[src/hw/rtl/lcar_pkg.sv]
// Shared types, codes and constants of the load-cell converter reader.
package lcar_pkg;

    localparam int DATA_W     = 32;
    localparam int CFG_IDX_W  = 3;
    localparam int GAIN_W     = 2;
    localparam int STATUS_W   = 2;
    localparam int FUNC_W     = 2;
    localparam int PULSE_W    = 5;
    localparam int SETTLE_W   = 8;
    localparam int FACTOR_W   = 8;
    localparam int TIMEOUT_W  = 16;
    localparam int DIV_STEPS  = 32;
    localparam int DIV_CNT_W  = $clog2(DIV_STEPS);
    localparam int QUOT_W     = 25;

    localparam logic [FUNC_W-1:0] FUNC_TICK     = 2'd0;
    localparam logic [FUNC_W-1:0] FUNC_POLL     = 2'd1;
    localparam logic [FUNC_W-1:0] FUNC_POWER_UP = 2'd2;

    localparam logic [STATUS_W-1:0] ST_INIT       = 2'd0;
    localparam logic [STATUS_W-1:0] ST_VALID      = 2'd1;
    localparam logic [STATUS_W-1:0] ST_POWER_DOWN = 2'd2;
    localparam logic [STATUS_W-1:0] ST_TIMEOUT    = 2'd3;

    localparam logic [CFG_IDX_W-1:0] CFG_GAIN_MODE     = 3'd0;
    localparam logic [CFG_IDX_W-1:0] CFG_SETTLE_READS  = 3'd1;
    localparam logic [CFG_IDX_W-1:0] CFG_SMOOTHING     = 3'd2;
    localparam logic [CFG_IDX_W-1:0] CFG_TARE_OFFSET   = 3'd3;
    localparam logic [CFG_IDX_W-1:0] CFG_SCALE_DIVISOR = 3'd4;
    localparam logic [CFG_IDX_W-1:0] CFG_TIMEOUT_LIMIT = 3'd5;
    localparam logic [CFG_IDX_W-1:0] CFG_USE_SMOOTHED  = 3'd6;

    localparam logic [GAIN_W-1:0] GAIN_A128 = 2'd0;
    localparam logic [GAIN_W-1:0] GAIN_A64  = 2'd1;
    localparam logic [GAIN_W-1:0] GAIN_B32  = 2'd2;

    localparam logic [PULSE_W-1:0] PULSES_A128 = 5'd25;
    localparam logic [PULSE_W-1:0] PULSES_A64  = 5'd27;
    localparam logic [PULSE_W-1:0] PULSES_B32  = 5'd26;

    localparam logic [GAIN_W-1:0]    RST_GAIN_MODE     = GAIN_A128;
    localparam logic [SETTLE_W-1:0]  RST_SETTLE_READS  = 8'd3;
    localparam logic [FACTOR_W-1:0]  RST_SMOOTHING     = 8'd200;
    localparam logic [DATA_W-1:0]    RST_TARE_OFFSET   = 32'd0;
    localparam logic [DATA_W-1:0]    RST_SCALE_DIVISOR = 32'd256;
    localparam logic [TIMEOUT_W-1:0] RST_TIMEOUT_LIMIT = 16'd500;

    typedef struct packed {
        logic take_item;
        logic calc_quot;
        logic calc_step;
        logic calc_smooth;
        logic calc_tare;
        logic div_start;
        logic load_out;
    } lcar_cmd_t;

    typedef struct packed {
        logic div_done;
    } lcar_stat_t;

    function automatic logic [PULSE_W-1:0] pulses_for_gain(input logic [GAIN_W-1:0] gain);
        logic [PULSE_W-1:0] pulses;
        unique case (gain)
            GAIN_A64: pulses = PULSES_A64;
            GAIN_B32: pulses = PULSES_B32;
            default:  pulses = PULSES_A128;
        endcase
        return pulses;
    endfunction

endpackage

[src/hw/rtl/lcar_div.sv]
// Iterative signed 32-bit divider, one quotient bit per cycle, truncating toward zero.
module lcar_div (
    input  logic                         aclk,
    input  logic                         aresetn,
    input  logic                         start,
    input  logic [lcar_pkg::DATA_W-1:0]  num,
    input  logic [lcar_pkg::DATA_W-1:0]  den,
    output logic                         done,
    output logic [lcar_pkg::DATA_W-1:0]  quo
);

    localparam int W = lcar_pkg::DATA_W;
    localparam logic [lcar_pkg::DIV_CNT_W-1:0] LAST_STEP =
        lcar_pkg::DIV_CNT_W'(lcar_pkg::DIV_STEPS - 1);

    logic                           busy_reg, busy_next;
    logic                           fin_reg, fin_next;
    logic [lcar_pkg::DIV_CNT_W-1:0] cnt_reg, cnt_next;
    logic [W-1:0]                   n_reg, n_next;
    logic [W-1:0]                   rem_reg, rem_next;
    logic [W-1:0]                   d_reg, d_next;
    logic                           neg_reg, neg_next;
    logic                           zero_reg, zero_next;
    logic [W-1:0]                   abs_num;
    logic [W-1:0]                   abs_den;
    logic [W:0]                     trial;

    assign abs_num = num[W-1] ? (W'(0) - num) : num;
    assign abs_den = den[W-1] ? (W'(0) - den) : den;
    assign trial   = {rem_reg, n_reg[W-1]} - {1'b0, d_reg};

    always_comb begin
        busy_next = busy_reg;
        fin_next  = 1'b0;
        cnt_next  = cnt_reg;
        n_next    = n_reg;
        rem_next  = rem_reg;
        d_next    = d_reg;
        neg_next  = neg_reg;
        zero_next = zero_reg;
        if (start) begin
            busy_next = 1'b1;
            cnt_next  = '0;
            n_next    = abs_num;
            rem_next  = '0;
            d_next    = abs_den;
            neg_next  = num[W-1] ^ den[W-1];
            zero_next = (den == '0);
        end else if (busy_reg) begin
            if (!trial[W]) begin
                rem_next = trial[W-1:0];
                n_next   = {n_reg[W-2:0], 1'b1};
            end else begin
                rem_next = {rem_reg[W-2:0], n_reg[W-1]};
                n_next   = {n_reg[W-2:0], 1'b0};
            end
            cnt_next = cnt_reg + 1'b1;
            if (cnt_reg == LAST_STEP) begin
                busy_next = 1'b0;
                fin_next  = 1'b1;
            end
        end
    end

    always_ff @(posedge aclk) begin
        if (!aresetn) begin
            busy_reg <= 1'b0;
            fin_reg  <= 1'b0;
        end else begin
            busy_reg <= busy_next;
            fin_reg  <= fin_next;
        end
    end

    always_ff @(posedge aclk) begin
        cnt_reg  <= cnt_next;
        n_reg    <= n_next;
        rem_reg  <= rem_next;
        d_reg    <= d_next;
        neg_reg  <= neg_next;
        zero_reg <= zero_next;
    end

    assign done = fin_reg;
    assign quo  = zero_reg ? '0 : (neg_reg ? (W'(0) - n_reg) : n_reg);

endmodule

[src/hw/rtl/lcar_datapath.sv]
// Datapath: configuration, reading state, smoothing, tare, divider and result registers.
module lcar_datapath #(
    parameter int SAMPLE_BITS = 24
) (
    input  logic                              aclk,
    input  logic                              aresetn,
    input  lcar_pkg::lcar_cmd_t               cmd,
    output lcar_pkg::lcar_stat_t              stat,
    input  logic                              cfg_wr_en,
    input  logic [lcar_pkg::CFG_IDX_W-1:0]    cfg_index,
    input  logic [lcar_pkg::DATA_W-1:0]       cfg_wr_data,
    input  logic [lcar_pkg::FUNC_W-1:0]       in_func,
    input  logic                              in_powered_down,
    input  logic                              in_data_busy,
    input  logic signed [SAMPLE_BITS-1:0]     in_sample,
    output logic                              out_done_res,
    output logic [lcar_pkg::STATUS_W-1:0]     out_status,
    output logic signed [lcar_pkg::DATA_W-1:0] out_raw_value,
    output logic signed [lcar_pkg::DATA_W-1:0] out_smoothed_value,
    output logic signed [lcar_pkg::DATA_W-1:0] out_tared_value,
    output logic signed [lcar_pkg::DATA_W-1:0] out_adjusted_value,
    output logic [lcar_pkg::DATA_W-1:0]       out_timestamp_ms,
    output logic [lcar_pkg::PULSE_W-1:0]      out_clock_pulses
);

    localparam int W   = lcar_pkg::DATA_W;
    localparam int PAD = W - SAMPLE_BITS;

    logic [lcar_pkg::GAIN_W-1:0]    gain_reg;
    logic [lcar_pkg::SETTLE_W-1:0]  settle_reads_reg;
    logic [lcar_pkg::FACTOR_W-1:0]  factor_reg;
    logic [W-1:0]                   tare_reg;
    logic [W-1:0]                   divisor_reg;
    logic [lcar_pkg::TIMEOUT_W-1:0] timeout_reg;
    logic                           use_smoothed_reg;

    logic [W-1:0]                   ms_reg, ms_next;
    logic [W-1:0]                   conv_reg, conv_next;
    logic [W-1:0]                   last_ts_reg, last_ts_next;
    logic [W-1:0]                   raw_reg, raw_next;
    logic [W-1:0]                   smoothed_reg, smoothed_next;
    logic [lcar_pkg::SETTLE_W-1:0]  settle_reg, settle_next;
    logic [lcar_pkg::STATUS_W-1:0]  status_reg, status_next;
    logic                           done_reg, done_next;
    logic [lcar_pkg::PULSE_W-1:0]   pulses_reg, pulses_next;
    logic                           smooth_pend_reg, smooth_pend_next;

    logic signed [lcar_pkg::QUOT_W-1:0] quot_reg;
    logic [W-1:0]                   step_reg;
    logic [W-1:0]                   tared_reg;
    logic [W-1:0]                   adjusted_reg;

    logic [W-1:0]                   sample_raw;
    logic [W-1:0]                   busy_time;
    logic [lcar_pkg::SETTLE_W-1:0]  settle_eff;
    logic [lcar_pkg::SETTLE_W-1:0]  settle_inc;
    logic [lcar_pkg::STATUS_W-1:0]  status_eff;
    logic signed [W:0]              diff;
    logic signed [W:0]              diff_adj;
    logic signed [W+1:0]            step_full;
    logic [W-1:0]                   selected;
    logic                           div_done;
    logic [W-1:0]                   div_quo;

    assign sample_raw = {in_sample, {PAD{1'b0}}};
    assign busy_time  = ms_reg - conv_reg;
    assign status_eff = (status_reg == lcar_pkg::ST_TIMEOUT) ? lcar_pkg::ST_INIT : status_reg;
    assign settle_eff = (status_reg == lcar_pkg::ST_TIMEOUT) ? '0 : settle_reg;
    assign settle_inc = settle_eff + 1'b1;

    assign diff      = $signed({raw_reg[W-1], raw_reg}) - $signed({smoothed_reg[W-1], smoothed_reg});
    assign diff_adj  = diff[W] ? (diff + (W+1)'(255)) : diff;
    assign step_full = (W+2)'(quot_reg) * (W+2)'($signed({1'b0, factor_reg}));
    assign selected  = use_smoothed_reg ? smoothed_reg : raw_reg;

    always_comb begin
        ms_next          = ms_reg;
        conv_next        = conv_reg;
        last_ts_next     = last_ts_reg;
        raw_next         = raw_reg;
        smoothed_next    = smoothed_reg;
        settle_next      = settle_reg;
        status_next      = status_reg;
        done_next        = done_reg;
        pulses_next      = pulses_reg;
        smooth_pend_next = smooth_pend_reg;
        if (cmd.take_item) begin
            unique case (in_func)
                lcar_pkg::FUNC_TICK: begin
                    ms_next = ms_reg + 1'b1;
                end
                lcar_pkg::FUNC_POWER_UP: begin
                    status_next = lcar_pkg::ST_INIT;
                    settle_next = '0;
                    conv_next   = ms_reg;
                end
                lcar_pkg::FUNC_POLL: begin
                    done_next        = 1'b0;
                    pulses_next      = '0;
                    smooth_pend_next = 1'b0;
                    if (in_powered_down) begin
                        status_next = lcar_pkg::ST_POWER_DOWN;
                        done_next   = 1'b1;
                    end else if (in_data_busy) begin
                        if (busy_time >= W'(timeout_reg)) begin
                            status_next = lcar_pkg::ST_TIMEOUT;
                            done_next   = 1'b1;
                        end
                    end else begin
                        status_next  = status_eff;
                        settle_next  = settle_eff;
                        last_ts_next = conv_reg;
                        raw_next     = sample_raw;
                        pulses_next  = lcar_pkg::pulses_for_gain(gain_reg);
                        conv_next    = ms_reg;
                        if (settle_eff < settle_reads_reg) begin
                            settle_next = settle_inc;
                            if (settle_inc >= settle_reads_reg) begin
                                smoothed_next = sample_raw;
                                status_next   = lcar_pkg::ST_VALID;
                                done_next     = 1'b1;
                            end
                        end else begin
                            status_next      = lcar_pkg::ST_VALID;
                            done_next        = 1'b1;
                            smooth_pend_next = 1'b1;
                        end
                    end
                end
                default: begin
                end
            endcase
        end
        if (cmd.calc_smooth && smooth_pend_reg) begin
            smoothed_next = smoothed_reg + step_reg;
        end
        if (cfg_wr_en && (cfg_index == lcar_pkg::CFG_GAIN_MODE)) begin
            status_next = lcar_pkg::ST_INIT;
            settle_next = '0;
        end
    end

    always_ff @(posedge aclk) begin
        if (!aresetn) begin
            gain_reg         <= lcar_pkg::RST_GAIN_MODE;
            settle_reads_reg <= lcar_pkg::RST_SETTLE_READS;
            factor_reg       <= lcar_pkg::RST_SMOOTHING;
            tare_reg         <= lcar_pkg::RST_TARE_OFFSET;
            divisor_reg      <= lcar_pkg::RST_SCALE_DIVISOR;
            timeout_reg      <= lcar_pkg::RST_TIMEOUT_LIMIT;
            use_smoothed_reg <= 1'b0;
        end else if (cfg_wr_en) begin
            unique case (cfg_index)
                lcar_pkg::CFG_GAIN_MODE:     gain_reg <= cfg_wr_data[lcar_pkg::GAIN_W-1:0];
                lcar_pkg::CFG_SETTLE_READS:  settle_reads_reg <=
                                                 cfg_wr_data[lcar_pkg::SETTLE_W-1:0];
                lcar_pkg::CFG_SMOOTHING:     factor_reg <= cfg_wr_data[lcar_pkg::FACTOR_W-1:0];
                lcar_pkg::CFG_TARE_OFFSET:   tare_reg <= cfg_wr_data;
                lcar_pkg::CFG_SCALE_DIVISOR: divisor_reg <= cfg_wr_data;
                lcar_pkg::CFG_TIMEOUT_LIMIT: timeout_reg <= cfg_wr_data[lcar_pkg::TIMEOUT_W-1:0];
                lcar_pkg::CFG_USE_SMOOTHED:  use_smoothed_reg <= cfg_wr_data[0];
                default: begin
                end
            endcase
        end
    end

    always_ff @(posedge aclk) begin
        if (!aresetn) begin
            ms_reg          <= '0;
            conv_reg        <= '0;
            last_ts_reg     <= '0;
            raw_reg         <= '0;
            smoothed_reg    <= '0;
            settle_reg      <= '0;
            status_reg      <= lcar_pkg::ST_INIT;
            done_reg        <= 1'b0;
            pulses_reg      <= '0;
            smooth_pend_reg <= 1'b0;
        end else begin
            ms_reg          <= ms_next;
            conv_reg        <= conv_next;
            last_ts_reg     <= last_ts_next;
            raw_reg         <= raw_next;
            smoothed_reg    <= smoothed_next;
            settle_reg      <= settle_next;
            status_reg      <= status_next;
            done_reg        <= done_next;
            pulses_reg      <= pulses_next;
            smooth_pend_reg <= smooth_pend_next;
        end
    end

    always_ff @(posedge aclk) begin
        if (cmd.calc_quot) begin
            quot_reg <= diff_adj[W:8];
        end
        if (cmd.calc_step) begin
            step_reg <= step_full[W-1:0];
        end
        if (cmd.calc_tare) begin
            tared_reg <= selected - tare_reg;
        end
        if (div_done) begin
            adjusted_reg <= div_quo;
        end
        if (cmd.load_out) begin
            out_done_res       <= done_reg;
            out_status         <= status_reg;
            out_raw_value      <= raw_reg;
            out_smoothed_value <= smoothed_reg;
            out_tared_value    <= tared_reg;
            out_adjusted_value <= adjusted_reg;
            out_timestamp_ms   <= last_ts_reg;
            out_clock_pulses   <= pulses_reg;
        end
    end

    lcar_div u_div (
        .aclk    (aclk),
        .aresetn (aresetn),
        .start   (cmd.div_start),
        .num     (tared_reg),
        .den     (divisor_reg),
        .done    (div_done),
        .quo     (div_quo)
    );

    assign stat.div_done = div_done;

endmodule

[src/hw/rtl/lcar_ctrl.sv]
// Controller state machine that sequences a poll through smoothing, tare and division.
module lcar_ctrl (
    input  logic                          aclk,
    input  logic                          aresetn,
    input  logic                          s_valid,
    input  logic [lcar_pkg::FUNC_W-1:0]   s_func,
    output logic                          s_ready,
    output logic                          m_valid,
    input  logic                          m_ready,
    output lcar_pkg::lcar_cmd_t           cmd,
    input  lcar_pkg::lcar_stat_t          stat
);

    localparam logic [2:0] S_IDLE = 3'd0;
    localparam logic [2:0] S_QUOT = 3'd1;
    localparam logic [2:0] S_MUL  = 3'd2;
    localparam logic [2:0] S_ADD  = 3'd3;
    localparam logic [2:0] S_TARE = 3'd4;
    localparam logic [2:0] S_DIVS = 3'd5;
    localparam logic [2:0] S_DIVW = 3'd6;
    localparam logic [2:0] S_FIN  = 3'd7;

    logic [2:0] state_reg, state_next;
    logic       m_valid_reg, m_valid_next;
    logic       out_free;

    assign out_free = !m_valid_reg || m_ready;

    always_comb begin
        state_next   = state_reg;
        cmd          = '0;
        s_ready      = 1'b0;
        m_valid_next = m_valid_reg && !m_ready;
        unique case (state_reg)
            S_IDLE: begin
                s_ready       = 1'b1;
                cmd.take_item = s_valid;
                if (s_valid && (s_func == lcar_pkg::FUNC_POLL)) begin
                    state_next = S_QUOT;
                end
            end
            S_QUOT: begin
                cmd.calc_quot = 1'b1;
                state_next    = S_MUL;
            end
            S_MUL: begin
                cmd.calc_step = 1'b1;
                state_next    = S_ADD;
            end
            S_ADD: begin
                cmd.calc_smooth = 1'b1;
                state_next      = S_TARE;
            end
            S_TARE: begin
                cmd.calc_tare = 1'b1;
                state_next    = S_DIVS;
            end
            S_DIVS: begin
                cmd.div_start = 1'b1;
                state_next    = S_DIVW;
            end
            S_DIVW: begin
                if (stat.div_done) begin
                    state_next = S_FIN;
                end
            end
            S_FIN: begin
                if (out_free) begin
                    cmd.load_out = 1'b1;
                    m_valid_next = 1'b1;
                    state_next   = S_IDLE;
                end
            end
            default: begin
                state_next = S_IDLE;
            end
        endcase
    end

    always_ff @(posedge aclk) begin
        if (!aresetn) begin
            state_reg   <= S_IDLE;
            m_valid_reg <= 1'b0;
        end else begin
            state_reg   <= state_next;
            m_valid_reg <= m_valid_next;
        end
    end

    assign m_valid = m_valid_reg;

endmodule

[src/hw/rtl/load_cell_adc_reader.sv]
// Top level of the load-cell converter reader.
// A tick or a power-up transaction gives no result. A poll gives one result transaction,
// and no new transaction is taken until that result is loaded, which waits while an
// earlier result is still held: the poll passes through three smoothing steps, a tare
// subtract and a radix-2 divider that works out the adjusted value. The result sits in
// an output register, so the block takes further transactions while it waits there.
module load_cell_adc_reader #(
    parameter int SAMPLE_BITS = 24
) (
    input  logic                               aclk,
    input  logic                               aresetn,
    input  logic                               cfg_wr_en,
    input  logic [lcar_pkg::CFG_IDX_W-1:0]     cfg_index,
    input  logic [lcar_pkg::DATA_W-1:0]        cfg_wr_data,
    input  logic                               s_valid,
    output logic                               s_ready,
    input  logic [lcar_pkg::FUNC_W-1:0]        s_func,
    input  logic                               s_powered_down,
    input  logic                               s_data_busy,
    input  logic signed [SAMPLE_BITS-1:0]      s_sample,
    output logic                               m_valid,
    input  logic                               m_ready,
    output logic                               m_done_res,
    output logic [lcar_pkg::STATUS_W-1:0]      m_status,
    output logic signed [lcar_pkg::DATA_W-1:0] m_raw_value,
    output logic signed [lcar_pkg::DATA_W-1:0] m_smoothed_value,
    output logic signed [lcar_pkg::DATA_W-1:0] m_tared_value,
    output logic signed [lcar_pkg::DATA_W-1:0] m_adjusted_value,
    output logic [lcar_pkg::DATA_W-1:0]        m_timestamp_ms,
    output logic [lcar_pkg::PULSE_W-1:0]       m_clock_pulses
);

    lcar_pkg::lcar_cmd_t  cmd;
    lcar_pkg::lcar_stat_t stat;

    lcar_ctrl u_ctrl (
        .aclk    (aclk),
        .aresetn (aresetn),
        .s_valid (s_valid),
        .s_func  (s_func),
        .s_ready (s_ready),
        .m_valid (m_valid),
        .m_ready (m_ready),
        .cmd     (cmd),
        .stat    (stat)
    );

    lcar_datapath #(
        .SAMPLE_BITS (SAMPLE_BITS)
    ) u_datapath (
        .aclk               (aclk),
        .aresetn            (aresetn),
        .cmd                (cmd),
        .stat               (stat),
        .cfg_wr_en          (cfg_wr_en),
        .cfg_index          (cfg_index),
        .cfg_wr_data        (cfg_wr_data),
        .in_func            (s_func),
        .in_powered_down    (s_powered_down),
        .in_data_busy       (s_data_busy),
        .in_sample          (s_sample),
        .out_done_res       (m_done_res),
        .out_status         (m_status),
        .out_raw_value      (m_raw_value),
        .out_smoothed_value (m_smoothed_value),
        .out_tared_value    (m_tared_value),
        .out_adjusted_value (m_adjusted_value),
        .out_timestamp_ms   (m_timestamp_ms),
        .out_clock_pulses   (m_clock_pulses)
    );

endmodule
[config.mk]
export PLATFORM = sky130hd
export DESIGN_NAME = load_cell_adc_reader
export DESIGN_NICKNAME = d
export VERILOG_FILES = /design/src/hw/rtl/lcar_pkg.sv /design/src/hw/rtl/lcar_div.sv /design/src/hw/rtl/lcar_datapath.sv /design/src/hw/rtl/lcar_ctrl.sv /design/src/hw/rtl/load_cell_adc_reader.sv
export SDC_FILE = /design/constraint.sdc
export NUM_CORES = 2
export LEC_CHECK = 0
export BUFFER_PORTS_ARGS = -buffer_cell sky130_fd_sc_hd__buf_2
export CAP_MARGIN = 5
export CORE_ASPECT_RATIO = 0.6
export CORE_MARGIN = 8
export CORE_UTILIZATION = 40
export CTS_CLUSTER_SIZE = 10
export DETAILED_ROUTE_END_ITERATION = 16
export GPL_ROUTABILITY_DRIVEN = 0
export GPL_TIMING_DRIVEN = 0
export PLACE_DENSITY = 0.56
export SLEW_MARGIN = 20
export SYNTH_ARGS = -nofsm -noshare
export SYNTH_HDL_FRONTEND = slang
export SYNTH_SLANG_ARGS = --single-unit
[constraint.sdc]
create_clock -name aclk -period 9.1 [get_ports aclk]
set_clock_uncertainty 0.2 [all_clocks]
set_input_delay 1.365 -clock aclk [delete_from_list [all_inputs] [get_ports aclk]]
set_output_delay 1.365 -clock aclk [all_outputs]
set_load 0.02 [all_outputs]
==> reports/results.ini <==
[run_status]
outcome = completed

[floorplanning]
initial_utilization = 0.402
dieWidth_um = 430
coreArea_um2 = 102000
placementRows = 91
die_h_um = 265
die_area_um2 = 114000
ios = 238

[synthesis]
yosys_most_used_dff = edfxtp_1
synth_async_sr_flop_share = 0
synth.area.top_cells = edfxtp_1, dfxtp_1, ha_1
syn_avg_cell_area_um2 = 9.48
yosys_warnings = 0
synth.most_common_cell = nand2_1
ys_top_cells_by_count = nand2_1, inv_1, edfxtp_1
syn-instance-count = 4348
synth_top_area_frac = 0.251
synth-edff-count = 345
post-synth-top-area-cell = edfxtp_1
ys_types = 78
synth_area_um2 = 41200
yosysSeqAreaShare = 0.401
ys_seq_elements = 654

[worst_setup_path]
crit_chain = clkbuf_1 -> clkbuf_1 -> nand2_1 -> fa_1 -> inv_1 -> fa_1 -> inv_1 -> fa_1 -> fa_1 -> inv_1 -> ha_1 -> o21a_1 -> o31a_1 -> o31ai_1 -> a31oi_1 -> o31ai_1 -> o21ai_0 -> o21ai_0 -> nand2_1 -> a21o_1 -> a221o_1 -> xor2_1
crit_top_cell = fa_1
arrival_ns = 8.34
cpMaxStageDelayCell = o31ai_1
cp-start-kind = flip-flop
crit_type = reg -> reg
path_max_fanout = 10
slowest_delay_ns = 0.99
required_ns = 9.31
end_kind = flip-flop

[pwr]
max-vdd-ir-drop_mv = 0.247
powerDensity_nw_per_um2 = 239
leakage_nw = 19.1

[layout]
design_area_um2 = 46700
final_util = 0.456
area.growth.synth_to_final_pct = 13.2
drive_above_1_share = 0.0874
layout.nets = 5157

[job]
maxCapViolCount = 0

[sta]
finalCriticalPeriod_ns = 8.13
timing.final.crit_share = 0.893
hold_viol = 0
tns_ns = 0
tightest_slew_ns = 1.24
clock.fmax_ghz = 0.123
rsz0062_at_grt = no
maxSlewViolCount = 0
report.final.setup_viol = 0
slew_headroom = 0.164
post-route-worst-setup-slack_ns = 0.969

[clocking]
cts-root-buf = clkbuf_16
clock_path_buffers = 3
numCtsBuffers = 77
htree_num_levels = 3
cts_tree = done
clock_latency_ns = 0.68
cts_hold_buf = 0
ctsResizeCount = 0
cts_sinks = 654
clk_pin_slew_ns = 0.06
post_cts_buffers = 0

[global_route]
grt_pass1_wl_um = 193000
grtUsageTotal = 0.218
grt_pass1_vias = 30922
grt_max_degree = 34
grt_overflow = 0
antenna_found_initial = 10

[hold_path]
hold_path_class = reg -> reg

[drt]
totalWireLength_um = 128000
first_pass_iters = 6
drcViolationCount = 0
final_antenna_net_count = 0
vias = 32459
viasPerCell = 5.33
route.detailed.wl_per_inst_um = 21.0
first_iter_violations = 2718

[placement]
pre_cts_slack_ns = 1.36
placed_area_um2 = 44400
dpl.hpwl_um = 102000
port_buffers = 228

area by class of cell:
cell class | count | area, um2
fillers | 9998 | 55800
flip-flops and latches | 654 | 16500
plain buffers | 167 | 672
clock inverters | 11 | 164
diodes | 5 | 12.5
clock buffers | 132 | 2130
multi-input cells | 3148 | 22600
repair buffers | 240 | 1390
inverters | 387 | 1450
well taps | 1348 | 1690
worst paths after layout:
path                                             startpoint                           endpoint  slack [ns]  cells after the start
worst max-delay path               u_datapath.factor_reg[2]            u_datapath.step_reg[30]        0.97                     22
worst max register to register     u_datapath.factor_reg[2]            u_datapath.step_reg[30]        0.97                     22
worst min register to register  u_datapath.adjusted_reg[18]  u_datapath.out_adjusted_value[18]        0.22                      0
worst min-delay path            u_datapath.adjusted_reg[18]  u_datapath.out_adjusted_value[18]        0.22                      0
cells in the final DEF, fill, tap and decap left out, types with 22 or more instances in the layout:
cell type  count
a21boi_0     180
a21o_1        75
a21oi_1      168
a31oi_1       44
and2_1       186
and3_1        54
buf_2        233
clkbuf_1     201
clkbuf_16     77
dfxtp_1      308
edfxtp_1     345
fa_1         155
ha_1         259
inv_1        386
mux2_2        27
mux2i_1       22
nand2_1      701
nand2b_1      52
nand3_1       61
nand4_1       33
nor2_1       168
nor2b_1       41
nor3_1        44
o211ai_1      44
o21a_1        34
o21ai_0      188
o31ai_1       40
or3_1         32
xnor2_1      189
xor2_1       121
routing by layer:
metal,track usage,vias up,routed length (um),share of wire
met5,0,-,0,0
met4,0.0539,0,2970,0.023
met3,0.0440,146,9520,0.074
met2,0.311,1020,51900,0.41
met1,0.334,15662,63700,0.50
li1,-,15631,-,-
metrics by stage:
stage | std cells | power (mW) | hold slack (ns)
6_report | 6092 | 11.2 | 0.215
5_1_grt | 6090 | 11.9 | 0.221
4_1_cts | 6087 | 11.2 | 0.218
3_5_place_dp | 5944 | 8.19 | 0.205
3_3_place_gp | 5932 | 8.15 | 0.202
2_1_floorplan | 4356 | 6.86 | 0.200
kinds of logic after synthesis:
family | count (synthesis) | synth area share
AND/OR/NAND/NOR | 1451 | 0.167
AO/OA/AOI/OAI | 915 | 0.148
flip-flops | 654 | 0.401
buffers and inverters | 554 | 0.0515
adder cells (fa/ha/maj) | 414 | 0.154
XOR/XNOR | 310 | 0.0659
multiplexers | 49 | 0.0127
other | 1 | 0.0000910
worst max-delay path: cells and delay by family (launching register included):
| family | cells | cell delay, ns |
|---|---|---|
| compound gates | 9 | 3.32 |
| fa+ha+maj | 5 | 2.45 |
| buf+inv | 5 | 1.05 |
| simple gates | 2 | 0.35 |
| flops | 1 | 0.30 |
| xor+xnor | 1 | 0.17 |
power by group:
| part | leakage, nW | total, mW | internal (mW) | switching (mW) |
|---|---|---|---|---|
| registers | 5.65 | 3.70 | 3.47 | 0.227 |
| logic | 12.3 | 4.51 | 1.82 | 2.69 |
| clock network | 1.10 | 2.95 | 1.62 | 1.33 |
| total | 19.1 | 11.2 | 6.91 | 4.25 |
Note: power is estimated with default switching activity, not from simulation.
